[config.mk]
export PLATFORM = sky130hd
export DESIGN_NAME = dsl_byte_tokenizer
export DESIGN_NICKNAME = d
export VERILOG_FILES = /design/src/hw/rtl/dbt_pkg.sv /design/src/hw/rtl/dbt_scanner.sv /design/src/hw/rtl/dbt_out_queue.sv /design/src/hw/rtl/dsl_byte_tokenizer.sv
export SDC_FILE = /design/constraint.sdc
export NUM_CORES = 1
export LEC_CHECK = 0
export ABC_AREA = 1
export BUFFER_PORTS_ARGS = -buffer_cell sky130_fd_sc_hd__buf_2
export CORE_MARGIN = 4
export CORE_UTILIZATION = 44
export CTS_CLUSTER_DIAMETER = 40
export DETAILED_ROUTE_END_ITERATION = 16
export GPL_TIMING_DRIVEN = 0
export SLEW_MARGIN = 40
export SYNTH_ARGS = -nofsm -noshare
export SYNTH_HDL_FRONTEND = slang
export SYNTH_SLANG_ARGS = --single-unit
[constraint.sdc]
create_clock -name clk_i -period 17.1 [get_ports clk_i]
set_input_delay 1.71 -clock clk_i [delete_from_list [all_inputs] [get_ports clk_i]]
set_output_delay 1.71 -clock clk_i [all_outputs]
set_load 0.02 [all_outputs]
[src/hw/rtl/dbt_pkg.sv]
// shared types, character codes and helpers for the byte tokenizer
package dbt_pkg;

  // default counter widths
  localparam int unsigned OffsetBitsDef = 24;
  localparam int unsigned LineBitsDef   = 16;
  localparam int unsigned ColumnBitsDef = 16;

  // number value width and saturation limit
  localparam int unsigned NumBits = 31;
  localparam logic [NumBits-1:0] NumMax = 31'h7FFF_FFFF;
  // largest accumulator that can take one more digit without overflow
  localparam logic [NumBits-1:0] NumThrLow  = 31'd214748364;
  localparam logic [NumBits-1:0] NumThrHigh = 31'd214748363;

  // word prefix holds the first five bytes of a word, newest lowest
  localparam int unsigned PrefixBits  = 40;
  localparam int unsigned PrefixBytes = 5;

  // keyword prefixes
  localparam logic [PrefixBits-1:0] KwAs    = 40'h00_0000_6173;
  localparam logic [PrefixBits-1:0] KwView  = 40'h00_7669_6577;
  localparam logic [PrefixBits-1:0] KwSum   = 40'h00_0073_756D;
  localparam logic [PrefixBits-1:0] KwAvg   = 40'h00_0061_7667;
  localparam logic [PrefixBits-1:0] KwMin   = 40'h00_006D_696E;
  localparam logic [PrefixBits-1:0] KwMax   = 40'h00_006D_6178;
  localparam logic [PrefixBits-1:0] KwCount = 40'h63_6F75_6E74;

  // character codes
  localparam logic [7:0] ChEnd    = 8'h00;
  localparam logic [7:0] ChLf     = 8'h0A;
  localparam logic [7:0] ChHash   = 8'h23;
  localparam logic [7:0] ChQuote  = 8'h22;
  localparam logic [7:0] ChLbrace = 8'h7B;
  localparam logic [7:0] ChRbrace = 8'h7D;
  localparam logic [7:0] ChColon  = 8'h3A;
  localparam logic [7:0] ChUscore = 8'h5F;
  localparam logic [7:0] ChZero   = 8'h30;

  // scan mode
  typedef enum logic [2:0] {
    MODE_IDLE   = 3'd0,
    MODE_HEADER = 3'd1,
    MODE_NUMBER = 3'd2,
    MODE_STRING = 3'd3,
    MODE_WORD   = 3'd4
  } dbt_mode_e;

  // token kinds
  typedef enum logic [3:0] {
    KIND_EOF     = 4'd0,
    KIND_HEADER  = 4'd1,
    KIND_LBRACE  = 4'd2,
    KIND_RBRACE  = 4'd3,
    KIND_COLON   = 4'd4,
    KIND_NUMBER  = 4'd5,
    KIND_STRING  = 4'd6,
    KIND_AS      = 4'd7,
    KIND_VIEW    = 4'd8,
    KIND_SUM     = 4'd9,
    KIND_AVG     = 4'd10,
    KIND_MIN     = 4'd11,
    KIND_MAX     = 4'd12,
    KIND_COUNT   = 4'd13,
    KIND_IDENT   = 4'd14,
    KIND_UNKNOWN = 4'd15
  } dbt_kind_e;

  // which of the two result slots a step fills
  typedef struct packed {
    logic e0_vld;
    logic e1_vld;
  } dbt_push_t;

  // character classes
  function automatic logic is_digit(input logic [7:0] c);
    return c inside {[8'h30:8'h39]};
  endfunction

  function automatic logic is_alpha(input logic [7:0] c);
    return c inside {[8'h61:8'h7A], [8'h41:8'h5A]};
  endfunction

  function automatic logic is_word(input logic [7:0] c);
    return is_alpha(c) || is_digit(c) || (c == ChUscore);
  endfunction

  function automatic logic is_space(input logic [7:0] c);
    return c inside {8'h20, [8'h09:8'h0D]};
  endfunction

endpackage

[src/hw/rtl/dbt_scanner.sv]
// scan state and token decode for one source byte per step
module dbt_scanner import dbt_pkg::*; #(
  parameter int unsigned OFFSET_BITS = OffsetBitsDef,
  parameter int unsigned LINE_BITS   = LineBitsDef,
  parameter int unsigned COLUMN_BITS = ColumnBitsDef,
  parameter int unsigned TDATA_W     = 120
) (
  input  logic                 clk_i,
  input  logic                 rst_ni,
  input  logic                 step_i,
  input  logic [7:0]           char_i,
  output dbt_push_t            push_o,
  output logic [TDATA_W:0]     ent0_o,   // {last, tdata}
  output logic [TDATA_W:0]     ent1_o    // {last, tdata}
);

  localparam int unsigned RawW = 4 + LINE_BITS + COLUMN_BITS + 2 * OFFSET_BITS + NumBits;
  localparam int unsigned MulW = NumBits + 4;

  // scan state
  dbt_mode_e                mode_q, mode_d;
  logic [OFFSET_BITS-1:0]   off_q, off_d;
  logic [LINE_BITS-1:0]     line_q, line_d;
  logic [COLUMN_BITS-1:0]   col_q, col_d;
  logic [OFFSET_BITS-1:0]   st_off_q, st_off_d;
  logic [LINE_BITS-1:0]     st_line_q, st_line_d;
  logic [COLUMN_BITS-1:0]   st_col_q, st_col_d;
  logic [NumBits-1:0]       acc_q, acc_d;
  logic [PrefixBits-1:0]    prefix_q, prefix_d;

  // helper values
  logic [OFFSET_BITS-1:0]   off_next;
  logic [LINE_BITS-1:0]     line_mv;
  logic [COLUMN_BITS-1:0]   col_mv;
  logic [OFFSET_BITS-1:0]   len;
  logic [3:0]               digit;
  logic [NumBits-1:0]       acc_thr;
  logic [MulW-1:0]          acc_mul;
  logic [NumBits-1:0]       acc_sat;
  dbt_kind_e                word_kd;

  // ending token and rescan token
  logic                     a_vld, b_vld;
  dbt_kind_e                a_kind, b_kind;
  logic [OFFSET_BITS-1:0]   a_len;
  logic [NumBits-1:0]       a_val;
  logic [TDATA_W-1:0]       a_data, b_data;
  logic                     rescan, do_move, do_clear;

  // counter advance with saturation
  assign off_next = (off_q == '1) ? off_q : off_q + OFFSET_BITS'(1);
  assign line_mv  = (char_i != ChLf) ? line_q :
                    ((line_q == '1) ? line_q : line_q + LINE_BITS'(1));
  assign col_mv   = (char_i == ChLf) ? COLUMN_BITS'(1) :
                    ((col_q == '1) ? col_q : col_q + COLUMN_BITS'(1));
  assign len      = off_q - st_off_q;

  // saturating decimal accumulate
  assign digit   = char_i[3:0];
  assign acc_thr = (digit > 4'd7) ? NumThrHigh : NumThrLow;
  assign acc_mul = (MulW'(acc_q) << 3) + (MulW'(acc_q) << 1) + MulW'(digit);
  assign acc_sat = (acc_q > acc_thr) ? NumMax : acc_mul[NumBits-1:0];

  // keyword match
  always_comb begin
    word_kd = KIND_IDENT;
    if (len == OFFSET_BITS'(2) && prefix_q == KwAs) begin
      word_kd = KIND_AS;
    end else if (len == OFFSET_BITS'(4) && prefix_q == KwView) begin
      word_kd = KIND_VIEW;
    end else if (len == OFFSET_BITS'(3) && prefix_q == KwSum) begin
      word_kd = KIND_SUM;
    end else if (len == OFFSET_BITS'(3) && prefix_q == KwAvg) begin
      word_kd = KIND_AVG;
    end else if (len == OFFSET_BITS'(3) && prefix_q == KwMin) begin
      word_kd = KIND_MIN;
    end else if (len == OFFSET_BITS'(3) && prefix_q == KwMax) begin
      word_kd = KIND_MAX;
    end else if (len == OFFSET_BITS'(5) && prefix_q == KwCount) begin
      word_kd = KIND_COUNT;
    end
  end

  // next state and tokens for this byte
  always_comb begin
    mode_d    = mode_q;
    off_d     = off_q;
    line_d    = line_q;
    col_d     = col_q;
    st_off_d  = st_off_q;
    st_line_d = st_line_q;
    st_col_d  = st_col_q;
    acc_d     = acc_q;
    prefix_d  = prefix_q;
    a_vld     = 1'b0;
    a_kind    = KIND_EOF;
    a_len     = len;
    a_val     = '0;
    b_vld     = 1'b0;
    b_kind    = KIND_EOF;
    rescan    = 1'b0;
    do_move   = 1'b0;
    do_clear  = 1'b0;

    // finish or extend the current token
    case (mode_q)
      MODE_HEADER: begin
        if (char_i == ChLf || char_i == ChEnd) begin
          a_vld  = 1'b1;
          a_kind = KIND_HEADER;
          rescan = 1'b1;
        end else begin
          do_move = 1'b1;
        end
      end
      MODE_NUMBER: begin
        if (is_digit(char_i)) begin
          acc_d   = acc_sat;
          do_move = 1'b1;
        end else begin
          a_vld  = 1'b1;
          a_kind = KIND_NUMBER;
          a_val  = acc_q;
          acc_d  = '0;
          rescan = 1'b1;
        end
      end
      MODE_STRING: begin
        if (char_i == ChQuote || char_i == ChEnd) begin
          a_vld  = 1'b1;
          a_kind = KIND_STRING;
          mode_d = MODE_IDLE;
          if (char_i == ChQuote) begin
            do_move = 1'b1;
          end else begin
            rescan = 1'b1;
          end
        end else begin
          do_move = 1'b1;
        end
      end
      MODE_WORD: begin
        if (is_word(char_i)) begin
          if (len < OFFSET_BITS'(PrefixBytes)) begin
            prefix_d = {prefix_q[PrefixBits-9:0], char_i};
          end
          do_move = 1'b1;
        end else begin
          a_vld    = 1'b1;
          a_kind   = word_kd;
          a_len    = (word_kd == KIND_IDENT) ? len : '0;
          prefix_d = '0;
          rescan   = 1'b1;
        end
      end
      default: begin
        rescan = 1'b1;
      end
    endcase

    // scan the byte from the idle state
    if (rescan) begin
      mode_d = MODE_IDLE;
      if (char_i == ChEnd) begin
        b_vld    = 1'b1;
        b_kind   = KIND_EOF;
        do_clear = 1'b1;
      end else if (is_space(char_i)) begin
        do_move = 1'b1;
      end else if (char_i == ChHash) begin
        st_off_d  = off_next;
        st_line_d = line_q;
        st_col_d  = col_q;
        mode_d    = MODE_HEADER;
        do_move   = 1'b1;
      end else if (char_i == ChLbrace || char_i == ChRbrace || char_i == ChColon) begin
        b_vld   = 1'b1;
        b_kind  = (char_i == ChLbrace) ? KIND_LBRACE :
                  ((char_i == ChRbrace) ? KIND_RBRACE : KIND_COLON);
        do_move = 1'b1;
      end else if (is_digit(char_i)) begin
        st_off_d  = off_q;
        st_line_d = line_q;
        st_col_d  = col_q;
        acc_d     = NumBits'(char_i - ChZero);
        mode_d    = MODE_NUMBER;
        do_move   = 1'b1;
      end else if (char_i == ChQuote) begin
        st_off_d  = off_next;
        st_line_d = line_q;
        st_col_d  = col_q;
        mode_d    = MODE_STRING;
        do_move   = 1'b1;
      end else if (is_alpha(char_i) || char_i == ChUscore) begin
        st_off_d  = off_q;
        st_line_d = line_q;
        st_col_d  = col_q;
        prefix_d  = PrefixBits'(char_i);
        mode_d    = MODE_WORD;
        do_move   = 1'b1;
      end else begin
        b_vld   = 1'b1;
        b_kind  = KIND_UNKNOWN;
        do_move = 1'b1;
      end
    end

    // advance position
    if (do_move) begin
      off_d  = off_next;
      line_d = line_mv;
      col_d  = col_mv;
    end

    // end of text returns every counter to its start
    if (do_clear) begin
      mode_d    = MODE_IDLE;
      off_d     = '0;
      line_d    = LINE_BITS'(1);
      col_d     = COLUMN_BITS'(1);
      st_off_d  = '0;
      st_line_d = LINE_BITS'(1);
      st_col_d  = COLUMN_BITS'(1);
      acc_d     = '0;
      prefix_d  = '0;
    end
  end

  // pack both tokens, kind in the lowest bits
  always_comb begin
    a_data = '0;
    b_data = '0;
    a_data[RawW-1:0] = {a_val, a_len, st_off_q, st_col_q, st_line_q, a_kind};
    b_data[RawW-1:0] = {{NumBits{1'b0}}, {OFFSET_BITS{1'b0}}, off_q, col_q, line_q, b_kind};
  end

  // order the results, last flag on the final one
  always_comb begin
    push_o.e0_vld = step_i & (a_vld | b_vld);
    push_o.e1_vld = step_i & a_vld & b_vld;
    ent0_o = a_vld ? {~b_vld, a_data} : {1'b1, b_data};
    ent1_o = {1'b1, b_data};
  end

  // scan state registers
  always_ff @(posedge clk_i or negedge rst_ni) begin
    if (!rst_ni) begin
      mode_q    <= MODE_IDLE;
      off_q     <= '0;
      line_q    <= LINE_BITS'(1);
      col_q     <= COLUMN_BITS'(1);
      st_off_q  <= '0;
      st_line_q <= LINE_BITS'(1);
      st_col_q  <= COLUMN_BITS'(1);
      acc_q     <= '0;
      prefix_q  <= '0;
    end else if (step_i) begin
      mode_q    <= mode_d;
      off_q     <= off_d;
      line_q    <= line_d;
      col_q     <= col_d;
      st_off_q  <= st_off_d;
      st_line_q <= st_line_d;
      st_col_q  <= st_col_d;
      acc_q     <= acc_d;
      prefix_q  <= prefix_d;
    end
  end

endmodule

[src/hw/rtl/dbt_out_queue.sv]
// three-entry result queue that takes up to two items per cycle while it holds at most one
module dbt_out_queue import dbt_pkg::*; #(
  parameter int unsigned W = 121
) (
  input  logic          clk_i,
  input  logic          rst_ni,
  input  dbt_push_t     push_i,
  input  logic [W-1:0]  ent0_i,
  input  logic [W-1:0]  ent1_i,
  output logic          space_o,
  output logic          valid_o,
  input  logic          ready_i,
  output logic [W-1:0]  data_o
);

  localparam int unsigned Depth = 3;

  logic [1:0]   count_q, count_d;
  logic [1:0]   base;
  logic         pop;
  logic [W-1:0] slot_q [Depth];
  logic [W-1:0] slot_d [Depth];

  assign valid_o = (count_q != 2'd0);
  assign data_o  = slot_q[0];
  assign pop     = valid_o & ready_i;
  // room for a two-result byte
  assign space_o = (count_q <= 2'd1);
  assign base    = count_q - {1'b0, pop};

  // shift out the head, then append new items
  always_comb begin
    for (int i = 0; i < Depth; i++) begin
      if (pop && i < Depth - 1) begin
        slot_d[i] = slot_q[i+1];
      end else begin
        slot_d[i] = slot_q[i];
      end
      if (push_i.e0_vld && base == 2'(i)) begin
        slot_d[i] = ent0_i;
      end else if (push_i.e1_vld && base + 2'd1 == 2'(i)) begin
        slot_d[i] = ent1_i;
      end
    end
    count_d = base + {1'b0, push_i.e0_vld} + {1'b0, push_i.e1_vld};
  end

  // fill count
  always_ff @(posedge clk_i or negedge rst_ni) begin
    if (!rst_ni) begin
      count_q <= '0;
    end else begin
      count_q <= count_d;
    end
  end

  // item storage
  always_ff @(posedge clk_i) begin
    for (int i = 0; i < Depth; i++) begin
      slot_q[i] <= slot_d[i];
    end
  end

  // fill count never passes the depth
  a_count_range: assert property (@(posedge clk_i) disable iff (!rst_ni)
    count_q <= 2'(Depth))
    else $error("result queue count out of range");

  // items only arrive while there is room for two
  a_no_overflow: assert property (@(posedge clk_i) disable iff (!rst_ni)
    push_i.e0_vld |-> count_q <= 2'd1)
    else $error("result queue written while full");

  // second slot is never filled alone
  a_push_order: assert property (@(posedge clk_i) disable iff (!rst_ni)
    push_i.e1_vld |-> push_i.e0_vld)
    else $error("second result without first");

  // count holds when there is neither a push nor a pop
  a_count_step: assert property (@(posedge clk_i) disable iff (!rst_ni)
    !pop && !push_i.e0_vld |=> count_q == $past(count_q))
    else $error("result queue count changed without traffic");

endmodule

[src/hw/rtl/dsl_byte_tokenizer.sv]
// top level of the streaming byte tokenizer
// a byte's tokens are decoded combinationally and written into the result queue when the byte is taken
// throughput: one byte per cycle while each byte gives at most one token and the
//   output is taken; a byte that gives two tokens holds the input until the three-entry
//   result queue is down to one item, draining one item per cycle while the output is taken
// reset: asynchronous, clears the scan state to offset 0, line 1, column 1 and empties the queue
module dsl_byte_tokenizer import dbt_pkg::*; #(
  parameter int unsigned OFFSET_BITS = OffsetBitsDef,
  parameter int unsigned LINE_BITS   = LineBitsDef,
  parameter int unsigned COLUMN_BITS = ColumnBitsDef
) (
  input  logic              clk_i,
  input  logic              rst_ni,
  input  logic              s_axis_tvalid,
  output logic              s_axis_tready,
  input  logic [7:0]        s_axis_tdata,   // char_byte
  output logic              m_axis_tvalid,
  input  logic              m_axis_tready,
  // token_kind, start_line, start_column, text_offset, text_length, number_value, zero pad
  output logic [((4 + LINE_BITS + COLUMN_BITS + 2 * OFFSET_BITS + NumBits + 7) / 8) * 8 - 1:0]
                            m_axis_tdata,
  output logic              m_axis_tlast    // last_of_step
);

  localparam int unsigned RawW    = 4 + LINE_BITS + COLUMN_BITS + 2 * OFFSET_BITS + NumBits;
  localparam int unsigned TdataW  = ((RawW + 7) / 8) * 8;

  logic              step;
  dbt_push_t         push;
  logic [TdataW:0]   ent0, ent1, head;

  assign step = s_axis_tvalid & s_axis_tready;

  // byte scan and token decode
  dbt_scanner #(
    .OFFSET_BITS (OFFSET_BITS),
    .LINE_BITS   (LINE_BITS),
    .COLUMN_BITS (COLUMN_BITS),
    .TDATA_W     (TdataW)
  ) u_scanner (
    .clk_i  (clk_i),
    .rst_ni (rst_ni),
    .step_i (step),
    .char_i (s_axis_tdata),
    .push_o (push),
    .ent0_o (ent0),
    .ent1_o (ent1)
  );

  // result queue towards the output
  dbt_out_queue #(
    .W (TdataW + 1)
  ) u_out_queue (
    .clk_i   (clk_i),
    .rst_ni  (rst_ni),
    .push_i  (push),
    .ent0_i  (ent0),
    .ent1_i  (ent1),
    .space_o (s_axis_tready),
    .valid_o (m_axis_tvalid),
    .ready_i (m_axis_tready),
    .data_o  (head)
  );

  assign m_axis_tdata = head[TdataW-1:0];
  assign m_axis_tlast = head[TdataW];

endmodule

==> After elaboration in Yosys (flattened, before gate mapping) <==
Memories as Yosys holds them, arrays and structs flattened.
Index checks and enable logic that the tools add are counted.
{ "op_classes": {"add_sub_neg": 11, "multipliers": 0, "n_div": 0, "n_lt_le_gt_ge": 12, "n_eq_ne": 38, "shift": 0, "n_mux": 134, "n_bitwise": 7, "n_reduce_logical": 40} }
{ "op_table": {"columns": ["op", "n"], "rows": [
  ["2-to-1 mux 121 bit", 9],
  ["2-to-1 mux 40 bit", 12],
  ["2-to-1 mux 16 bit", 26],
  ["2-to-1 mux 31 bit", 12],
  ["2-to-1 mux 24 bit", 15],
  ["== test 40 x 23 -> 1 bit (second input constant)", 4],
  ["2-to-1 mux 4 bit", 16],
  ["== test 24 x 2 -> 1 bit (second input constant)", 2],
  ["== test 24 x 3 -> 1 bit (second input constant)", 2],
  ["2-to-1 mux 3 bit", 15],
  ["== test 40 x 15 -> 1 bit (second input constant)", 1],
  ["== test 40 x 31 -> 1 bit (second input constant)", 1],
  ["== test 40 x 39 -> 1 bit (second input constant)", 1],
  ["adder 16 x 1 -> 16 bit (second input constant)", 2],
  ["== test 16 bit (second input constant)", 2],
  ["== test 8 x 6 -> 1 bit (second input constant)", 4],
  ["adder 31 bit", 1],
  ["adder 31 x 4 -> 31 bit", 1],
  ["greater-than comparator 31 x 28 -> 1 bit", 1],
  ["adder 24 x 1 -> 24 bit (second input constant)", 1],
  ["== test 24 bit (second input constant)", 1],
  ["== test 8 x 7 -> 1 bit (second input constant)", 3],
  ["less-than comparator 24 x 3 -> 1 bit (second input constant)", 1],
  ["2-to-1 mux 1 bit", 24],
  ["other kinds (41)", 85]
]} }
{ "word_totals": {"reg_bits": 188, "latch_bits": 0, "ram_bits": 363, "romBits": 0, "input_bits": 12, "out_inout_bits": 123, "word_cells": 253, "mem_count": 1} }
{ "memory_table": {"columns": ["name", "words", "word_bits", "read_ports", "rd_clocked_by_memory_dff", "write_ports", "line", "source"], "rows": [
  ["u_out_queue.slot_q", 3, 121, 3, 0, 3, "dbt_out_queue.sv:21", "logic [W-1:0] slot_q [Depth];"]
]} }

==> Logic depth before layout (Yosys ltp) <==
{ "logic_depth": {"word_depth": 16, "depth_mapped": 24, "ltp_nobuf": 23} }

==> Modules after synthesis <==
A second synthesis with hierarchy kept.
{ "unflattened": {"cells_unflattened": 4909, "area_unflattened_um2": 36533.8} }
{ "by_module_without_submodules": {"columns": ["module", "instances", "cells_per_inst", "area_per_inst_um2", "seq_area_each_um2"], "rows": [
  ["dbt_out_queue", 1, 2492, 20365.8, 10950.5],
  ["dbt_scanner", 1, 2415, 16160.5, 4659.5],
  ["dsl_byte_tokenizer", 1, 2, 7.5, 0.0]
]} }

==> Worst setup path after synthesis <==
OpenSTA, ideal clock, no wires.
{ "synth_timing": {"kind": "input -> register", "start": "input port s_axis_tdata[5]", "end": "memory u_out_queue.slot_q[2][0] (netlist: u_out_queue.slot_q[0][242]), enable pin", "setup_time_ps": 751, "arrival_time_ps": 11475, "required_ps": 16349, "path_slack_ps": 4874, "cell_stages": 14, "path_buffers": 0, "path_cell_list": "inv_1 -> ha_1 -> inv_1 -> nor2_1 -> inv_1 -> nor2_4 -> inv_2 -> a221oi_2 -> nand2_2 -> nor2_4 -> inv_2 -> nand2_1 -> nand2_1 -> o21ai_0"} }
{ "synth_rtl": {"columns": ["item", "line", "source"], "rows": [
  ["from (decl)", "dsl_byte_tokenizer.sv:16", "input logic [7:0] s_axis_tdata,"],
  ["to (decl)", "dbt_out_queue.sv:21", null]
]} }

==> reports/metrics.yaml <==
status: "complete, no violations"
grt.total_usage: 0.259
power_density_mw_per_mm2: 196
grt_overflow: 0
arrival_ns: 6.65
grt_max_degree: 65
syn_area_per_cell_um2: 7.93
hold_viol_final: 0
setup_violations: 0
clock.fmax_ghz: 0.159
setup-tns-final_ns: 0
postCtsSetupBuffers: 0
placementRows: 98
ys_seq_elements: 536
grt_pass1_vias: 27200
worst_pin_slew_ns: 0.930
comb_power_share: 0.429
max_cap_violations: 0
synthTopCellsByArea: "edfxtp_1 (33%), dfrtp_1 (14%), nand2_1 (14%)"
wl_per_cell_um: 19.2
cts-buffers-inserted: 101
critPathCaptureType: "register"
synth.distinct_cells: 49
yosysWarnings: 0
io-pin-count: 135
synthFlopType: "edfxtp_1"
cts_num_sinks: 536
clk-insertion-delay-late_ns: 0.66
async_flop_share: 0.351
avgViaCountPerCell: 5.40
slew_headroom: 0.380
antenna_left: 0
tritoncts: "built"
ctsHtreeMaxLevel: 3
first_pass_iters: 7
path_clk_slew_ns: 0.05
cts_resized: 0
yosysTopAreaCell: "edfxtp_1"
synth_edf_count: 348
grt_pass1_wl_um: 160000
gp_congestion: 0.931
areaGrowthSynthToFinish_pct: 18.4
dieWidth_um: 278
leakagePower_nw: 16.8
pwr-share-seq: 0.290
utilization: 0.528
min_path_type: "reg -> reg"
rsz0062_at_grt: "no"
drt_iter0_drc: 2929
start_util: 0.446
dp_hpwl_um: 75600
switching_share: 0.432
dieHeight_um: 278
p_sw_mw: 3.21
antenna_found_initial: 2
holdWs_ns: 0.483
syn-cell-area_mm2: 0.0320
nets: 4396
worstSetupPathType: "in -> reg"
final_cell_mix: "nand2_1 (1207), o21ai_0 (522), inv_1 (404)"
synthCells: 4036
fin_crit_ns: 6.30
post-route-drc-count: 0
peakVddDrop_mv: 0.106
power.internal_mw: 4.22
crit_required_ns: 17.44
layout-drive-gt1-share: 0.126
clockRootBuffer: "clkbuf_16"
layout_commonest_cell: "nand2_1"
fin_skew_ns: 0.0283
num_vias: 28800
ys_seq_area_frac: 0.473
clk_path_buf_depth: 3
port_buffers: 129
worstPathMaxFanout: 16
slew_viol_final: 0
cp-start-kind: "input port"
dieArea_mm2: 0.0771
clock_power_share: 0.281
stdcell_count: 5329
placedCellCount: 5136
synth_top_area_frac: 0.326
cts_hold_buf: 0
coreArea_mm2: 0.0719
finalWirelength_um: 102000
period_share: 0.369
final timing paths:
| check | start | endpoint | slack [ns] | cells past startpoint |
|---|---|---|---|---|
| setup reg to reg | u_scanner.mode_q[0] | u_out_queue.slot_q[0][288] | 11.49 | 17 |
| setup / recovery | s_axis_tdata[3] | u_out_queue.slot_q[0][288] | 10.80 | 21 |
| hold reg to reg | u_scanner.st_line_q[11] | u_scanner.st_line_q[11] | 0.48 | 2 |
| min in group asynchronous | rst_ni | u_scanner.prefix_q[18] | 0.94 | 1 |
| max in group asynchronous | rst_ni | u_scanner.line_q[0] | 15.22 | 3 |
| hold / removal | u_scanner.st_line_q[11] | u_scanner.st_line_q[11] | 0.48 | 2 |
worst max-delay path, stage by stage:
cell	delay, ns
buf_2	0.20
inv_2	0.17
nor2_1	0.07
nand3_1	0.07
nand2_1	0.05
o21a_1	0.24
nor2_2	0.53
inv_2	0.25
nand4_1	0.66
inv_2	0.26
nand3_2	0.14
nand2_2	0.16
inv_2	0.12
nand3_1	0.35
buf_4	0.33
buf_2	0.24
o21ai_4	0.25
buf_16	0.23
buf_16	0.17
buf_6	0.17
buf_8	0.19
area by class of cell:
cell class                      count  area, um2
Buffer                            308       1730
Clock inverter                     66        786
Sequential cell                   536      15200
Clock buffer                      125       2840
Multi-Input combinational cell   2774      13600
Inverter                          422       1580
Antenna cell                        2       5.00
Fill cell                        6903      33900
Tap cell                          950       1190
Timing Repair Buffer              146       1010
power by group through the flow:
stage / clock, mW / combinational [mW] / sequential, mW
2_1_floorplan: 0 / 2.15 / 2.10
3_5_place_dp: 0 / 3.12 / 2.17
5_1_grt: 2.19 / 3.52 / 2.19
6_report: 2.09 / 3.18 / 2.15
4_1_cts: 2.12 / 3.14 / 2.15
3_3_place_gp: 0 / 3.05 / 2.24
cells by family after synthesis:
family | after synthesis | synth area share
buffers and inverters | 730 | 0.103
adder cells (fa/ha/maj) | 95 | 0.0381
flip-flops | 536 | 0.473
XOR/XNOR | 61 | 0.0167
other | 1 | 0.000117
AO/OA/AOI/OAI | 828 | 0.138
AND/OR/NAND/NOR | 1785 | 0.230
metrics by stage:
stage | power, mW | setup slack (ns) | area, um2
3_5_place_dp | 5.29 | 10.18 | 34300
5_1_grt | 7.90 | 10.59 | 37900
3_3_place_gp | 5.28 | -1.97 | 33900
2_1_floorplan | 4.25 | 4.87 | 32000
6_report | 7.42 | 10.80 | 37900
4_1_cts | 7.40 | 10.85 | 37900
registers in the layout (all words and copies together), names as in the netlist:
signal and flops:
u_out_queue.slot_q 348, u_scanner.prefix_q 40, u_scanner.acc_q 31, u_scanner.off_q 24, u_scanner.st_off_q 24, u_scanner.col_q 16, u_scanner.line_q 16, u_scanner.st_col_q 16
u_scanner.st_line_q 16, u_scanner.mode_q 3, u_out_queue.count_q 2
Yosys cell counts (3+ instances only):
master	n
nand3_1	188
nand2_1	1209
o21ai_1	77
o21a_1	3
xnor2_1	14
inv_2	17
buf_4	143
buf_2	27
nor4_1	26
o31ai_1	6
a21boi_0	20
nand3b_1	5
dfrtp_1	184
o21ai_0	523
o22ai_1	31
nor3b_1	3
fa_1	4
a21o_1	7
o21bai_1	13
edfxtp_1	348
inv_1	404
nand3_2	3
o211ai_1	23
o2111ai_1	3
a21oi_1	108
nor2_1	186
nand4_1	55
buf_1	9
nor3_1	87
or2_2	6
dfstp_2	4
a31oi_1	7
ha_1	91
xor2_1	47
nor2_2	7
clkbuf_1	129
nand2_2	3
layer usage:
metal / vias up / GRT usage / wire [um]
met5: - / 0 / 0
met4: 0 / 0.0785 / 2790
met3: 176 / 0.0343 / 7410
met2: 1039 / 0.398 / 45300
met1: 13700 / 0.383 / 47000
li1: 13900 / - / -
No activity file was read; power rests on OpenSTA's default activity.
